===== config.mk =====
export PLATFORM = sky130hd
export DESIGN_NAME = bps_ctrl
export DESIGN_NICKNAME = d
export VERILOG_FILES = /design/src/rtl/bps_pkg.sv /design/src/rtl/bps_ctrl.sv
export SDC_FILE = /design/constraint.sdc
export NUM_CORES = 1
export LEC_CHECK = 0
export ABC_AREA = 1
export BUFFER_PORTS_ARGS = -buffer_cell sky130_fd_sc_hd__buf_2
export CAP_MARGIN = 10
export CORE_AREA = 5 5 42 44
export CTS_CLUSTER_SIZE = 24
export DETAILED_ROUTE_END_ITERATION = 8
export DIE_AREA = 0 0 47 49
export PLACE_DENSITY = 0.64
export SKIP_LAST_GASP = 1
export SYNTH_ARGS = -nofsm -noshare
export SYNTH_HDL_FRONTEND = slang
export SYNTH_SLANG_ARGS = --single-unit

===== constraint.sdc =====
create_clock -name clk -period 1.2 [get_ports clk]
set_clock_uncertainty 0.15 [all_clocks]
set_input_delay 0.24 -clock clk [delete_from_list [all_inputs] [get_ports clk]]
set_output_delay 0.24 -clock clk [all_outputs]
set_load 0.02 [all_outputs]

===== src/rtl/bps_pkg.sv =====
`default_nettype none
// -----------------------------------------------------------------------------
// bps_pkg
// Shared widths, register indexes, codes and control structs of the
// bilinear point sampler.
// -----------------------------------------------------------------------------
package bps_pkg;

	localparam int ADDR_W    = 16;
	localparam int PIX_IN_W  = 16;
	localparam int COORD_W   = 17;
	localparam int OUT_W     = 24;
	localparam int CFG_W     = 9;
	localparam int CFG_IDX_W = 4;

	localparam logic [OUT_W-1:0] OUT_MAX     = '1;
	localparam logic [CFG_W-1:0] RST_EXTENT  = 9'd256;

	// configuration register indexes
	localparam logic [CFG_IDX_W-1:0] REG_ROWS = 4'd0;
	localparam logic [CFG_IDX_W-1:0] REG_COLS = 4'd1;

	// item function codes
	localparam logic FUNC_WRITE  = 1'b0;
	localparam logic FUNC_SAMPLE = 1'b1;

	// neighbor slots: near/far x, near/far y
	localparam logic [1:0] NB_X0Y0 = 2'd0;
	localparam logic [1:0] NB_X1Y0 = 2'd1;
	localparam logic [1:0] NB_X0Y1 = 2'd2;
	localparam logic [1:0] NB_X1Y1 = 2'd3;

	typedef struct packed {
		logic       wr_en;     // pixel write at the request address
		logic       load_pt;   // register the decoded sample point
		logic       load_base; // register the two row base addresses
		logic       rd_en;     // pixel read of slot rd_sel
		logic [1:0] rd_sel;
		logic       cap_en;    // capture read data into slot cap_sel
		logic [1:0] cap_sel;
		logic       mix_x;     // blend along x
		logic       mix_y;     // blend along y
		logic       load_out;  // round and load the result register
	} bps_cmd_t;

	typedef struct packed {
		logic outside;
	} bps_sts_t;

endpackage
`default_nettype wire


===== src/rtl/bps_ctrl.sv =====
`default_nettype none
// -----------------------------------------------------------------------------
// bps_ctrl
// Sequencer of the sampler: decodes requests, steps the four neighbor
// reads and the two blend steps, and owns the result handshake.
// -----------------------------------------------------------------------------
module bps_ctrl import bps_pkg::*; (
	input  wire logic clk,
	input  wire logic arst_n,
	input  wire logic in_valid,
	input  wire logic in_func,
	output logic      in_ready,
	output logic      out_valid,
	input  wire logic out_ready,
	input  wire bps_sts_t sts,
	output bps_cmd_t  cmd
);

	localparam logic [2:0] S_IDLE  = 3'd0;
	localparam logic [2:0] S_BASE  = 3'd1;
	localparam logic [2:0] S_READ  = 3'd2;
	localparam logic [2:0] S_DRAIN = 3'd3;
	localparam logic [2:0] S_MIXX  = 3'd4;
	localparam logic [2:0] S_MIXY  = 3'd5;
	localparam logic [2:0] S_FIN   = 3'd6;

	logic [2:0] state_q, state_d;
	logic [1:0] cnt_q, cnt_d;
	logic       out_valid_q;
	logic       slot_free;

	assign slot_free = !out_valid_q || out_ready;
	assign in_ready  = (state_q == S_IDLE);
	assign out_valid = out_valid_q;

	always_comb begin
		state_d = state_q;
		cnt_d   = cnt_q;
		cmd     = '0;
		case (state_q)
			S_IDLE: begin
				if (in_valid) begin
					if (in_func == FUNC_WRITE) begin
						cmd.wr_en = 1'b1;
					end else begin
						cmd.load_pt = 1'b1;
						state_d     = S_BASE;
					end
				end
			end
			S_BASE: begin
				cmd.load_base = 1'b1;
				cnt_d         = '0;
				// skip the reads for a point off the image
				state_d       = sts.outside ? S_FIN : S_READ;
			end
			S_READ: begin
				cmd.rd_en   = 1'b1;
				cmd.rd_sel  = cnt_q;
				cmd.cap_en  = (cnt_q != NB_X0Y0);
				cmd.cap_sel = cnt_q - 2'd1;
				cnt_d       = cnt_q + 2'd1;
				if (cnt_q == NB_X1Y1) begin
					state_d = S_DRAIN;
				end
			end
			S_DRAIN: begin
				cmd.cap_en  = 1'b1;
				cmd.cap_sel = NB_X1Y1;
				state_d     = S_MIXX;
			end
			S_MIXX: begin
				cmd.mix_x = 1'b1;
				state_d   = S_MIXY;
			end
			S_MIXY: begin
				cmd.mix_y = 1'b1;
				state_d   = S_FIN;
			end
			S_FIN: begin
				// hold until the result register can take the new value
				if (slot_free) begin
					cmd.load_out = 1'b1;
					state_d      = S_IDLE;
				end
			end
			default: begin
				state_d = S_IDLE;
			end
		endcase
	end

	always_ff @(posedge clk or negedge arst_n) begin
		if (!arst_n) begin
			state_q     <= S_IDLE;
			cnt_q       <= '0;
			out_valid_q <= 1'b0;
		end else begin
			state_q     <= state_d;
			cnt_q       <= cnt_d;
			out_valid_q <= cmd.load_out || (out_valid_q && !out_ready);
		end
	end

	a_load_when_free: assert property (@(posedge clk) disable iff (!arst_n)
		cmd.load_out |-> (!out_valid_q || out_ready))
		else $error("result register overwritten before transfer");

	a_sample_starts: assert property (@(posedge clk) disable iff (!arst_n)
		(in_valid && in_ready && in_func == FUNC_SAMPLE) |=> (state_q == S_BASE))
		else $error("accepted sample did not start");

	a_no_rw_clash: assert property (@(posedge clk) disable iff (!arst_n)
		!(cmd.wr_en && cmd.rd_en))
		else $error("pixel read and write in one cycle");

	a_reads_drain: assert property (@(posedge clk) disable iff (!arst_n)
		(state_q == S_READ && cnt_q == NB_X1Y1) |=> (state_q == S_DRAIN))
		else $error("read sequence did not end after four reads");

endmodule
`default_nettype wire


==> flow_summary.ini <==
[global_route]
first_global_vias = 589
grt.busiest_layer = met2
grt_start_max_net_pins = 7
antenna_found_initial = 0
grt_use_total_pct = 14.6
grt-ovfl-total = 0
grtUsageMet1_pct = 16.0
met2_usage_pct = 23.5
grt_use_met3_pct = 3.69
grt_first_pass_wirelength_um = 2370

[place]
port_buffers = 19
dpl_cell_area_sq_um = 729
place_congestion = 0.764
dp_hpwl_um = 1020
place_inst = 112

[detailed_routing]
wl_um = 1430
drtIter0Drc = 2
drc = 0
dr.pass1.iters = 4
avgViaCountPerCell = 4.45
detail-route-antenna-nets = 0
vias = 561
wl_per_cell_um = 11.3

[synth]
synth_area_leader_cell = dfrtp_1
yosysSeqAreaShare_pct = 36.4
ys_ff_latch = 6
synth_nets = 70
synth_area_sq_um = 413
avgSynthCellArea_sq_um = 6.66
synthDistinctLibCells = 12
yosysWarnings = 0
synthCells = 62
synth_top_area_share_pct = 36.4
synth_top_cells_by_area = dfrtp_1 36%, nand2_1 15%, nor2_1 13%

[flow_run]
drv_cap = 0

[timing]
post-route-period-util_pct = 135
slew_headroom_pct = 88.4
tightest_slew_ns = 0.174
drv_slew = 0
post-route-min-period_ns = 1.62
rsz0062_at_grt = yes
hold_viol = 0
setup_viol = 19
clock.fmax_mhz = 618
worst_slack_ns = -0.418

[cts]
clock-sinks = 6
clock_path_buffers = 2
htreeDepth = 1
clk_pin_slew_ns = 0.04
clock_latency_ns = 0.25
clock-root-buffer = clkbuf_4
cts_tree = built
numCtsBuffers = 3

[power]
swShare_pct = 45.7
p_int_mw = 1.53
p_comb_share_pct = 78.6
p_clk_share_pct = 6.8
p_sw_mw = 1.28
seqPwrFrac_pct = 14.6
power.total_mw = 2.81
power_density_nw_per_um2 = 2950
leakage_nw = 0.492
ir_drop_mv = 1.40

[floorplan]
coreArea_sq_um = 1400
ios = 20
rows = 14
die_w_um = 47
die_area_sq_um = 2300
fp.dieH_um = 49
start_util_pct = 29.5

[critical_path]
critPathLaunchType = flop
critical_path.max_fanout = 4
path_cells = buf_6, nand3_4, clkinvlp_4, buf_6
path_class = reg -> out
end_kind = output port
crit_top_cell = buf_6
critPathMaxStageDelay_ns = 0.44
worstPathArrival_ns = 1.23
critPathSlowestCell = dfrtp_2
cp.required_ns = 0.81

[hold_path]
hp-class = in -> reg

[status]
violations = setup timing
status = finished, violations left

[layout]
syn_to_final_growth_pct = 131
layout-drive-gt1-share_pct = 66.4
utilization_pct = 68.0
final_common_cell = buf_4
diodes = 0
final_cell_mix = 24 x buf_4, 14 x buf_6, 12 x nand2_1
postLayoutCellArea_sq_um = 953
final_cells = 126
nets = 120
-- synth_stat cells, drive strengths merged --
master,number
nor2,14
nand3b,1
dfrtp,6
ha,2
o21ai,3
nand2,16
a21oi,4
nand3,4
inv,12
-- critical path: cells and delay by family (launching register included) --
family        cells  cell delay, ns
flops             1            0.44
simple gates      1            0.13
buf+inv           3            0.40
-- routing by layer --
layer  routed length, um  vias up
met5                   0        -
met4                  36        0
met3                  75        3
met2                 772       18
met1                 545      252
li1                    -      288
-- cells by family (layout without fill, tap and decap cells) --
kind of cell	Yosys count	count (layout)	share of synthesized area [%]
AOI/OAI and AO/OA	7	7	8.48
adders and majority gates	2	2	6.06
DFF	6	6	36.4
buffers and inverters	12	60	10.9
and+or+nand+nor	35	35	38.2
-- worst paths after layout --
path	start	end	slack [ns]	cells past startpoint
min reg2reg	out_valid$_DFF_PN0_	out_valid$_DFF_PN0_	0.48	2
min	sts	state_q[2]$_DFFE_PN0P_	0.07	3
max reg2reg	state_q[1]$_DFFE_PN0P_	state_q[0]$_DFFE_PN0P_	-0.31	8
max in group asynchronous	arst_n	state_q[1]$_DFFE_PN0P_	0.54	2
max	state_q[1]$_DFFE_PN0P_	cmd[8]	-0.42	4
min in group asynchronous	arst_n	out_valid$_DFF_PN0_	0.20	2
-- sequential cells by signal (all words and copies together) (netlist names) --
name / count
state_q: 3
out_valid: 1
cnt_q: 2
-- cell type report --
class	count	area, sq um
Fill cell	118	448
Sequential cell	6	151
Tap cell	16	20.0
Clock buffer	3	22.5
Multi-Input combinational cell	44	325
Inverter	12	56.3
Timing Repair Buffer	45	378
-- per-stage QoR --
step | hold slack, ns | TNS [ns] | setup slack [ns]
after floorplan | -0.206 | -0.771 | -0.129
after global placement | -0.0804 | -2.02 | -0.195
after detailed placement | -0.0794 | -2.34 | -0.210
after CTS | 0.0570 | -5.69 | -0.398
after global routing | 0.0631 | -7.26 | -0.484
final | 0.0659 | -5.89 | -0.418
-- power by group through the flow --
stage | sequential [mW] | clock (mW) | combinational (mW)
after floorplan | 0.420 | 0 | 0.965
after global placement | 0.384 | 0 | 1.62
after detailed placement | 0.391 | 0 | 1.64
after CTS | 0.399 | 0.204 | 2.12
after global routing | 0.421 | 0.217 | 2.38
final | 0.410 | 0.192 | 2.21
-- repair_timing --
| item | in CTS | in global routing |
|---|---|---|
| hold buffers | 1 | 0 |
| cloned | 0 | 0 |
| pin swaps | 3 | 2 |
| setup buffers | 9 | 1 |
| hold endpoints to repair | 6 | 0 |
| setup endpoints to repair | 19 | 19 |
| resized for setup | 33 | 6 |
Power figures use the tool's default switching activity.
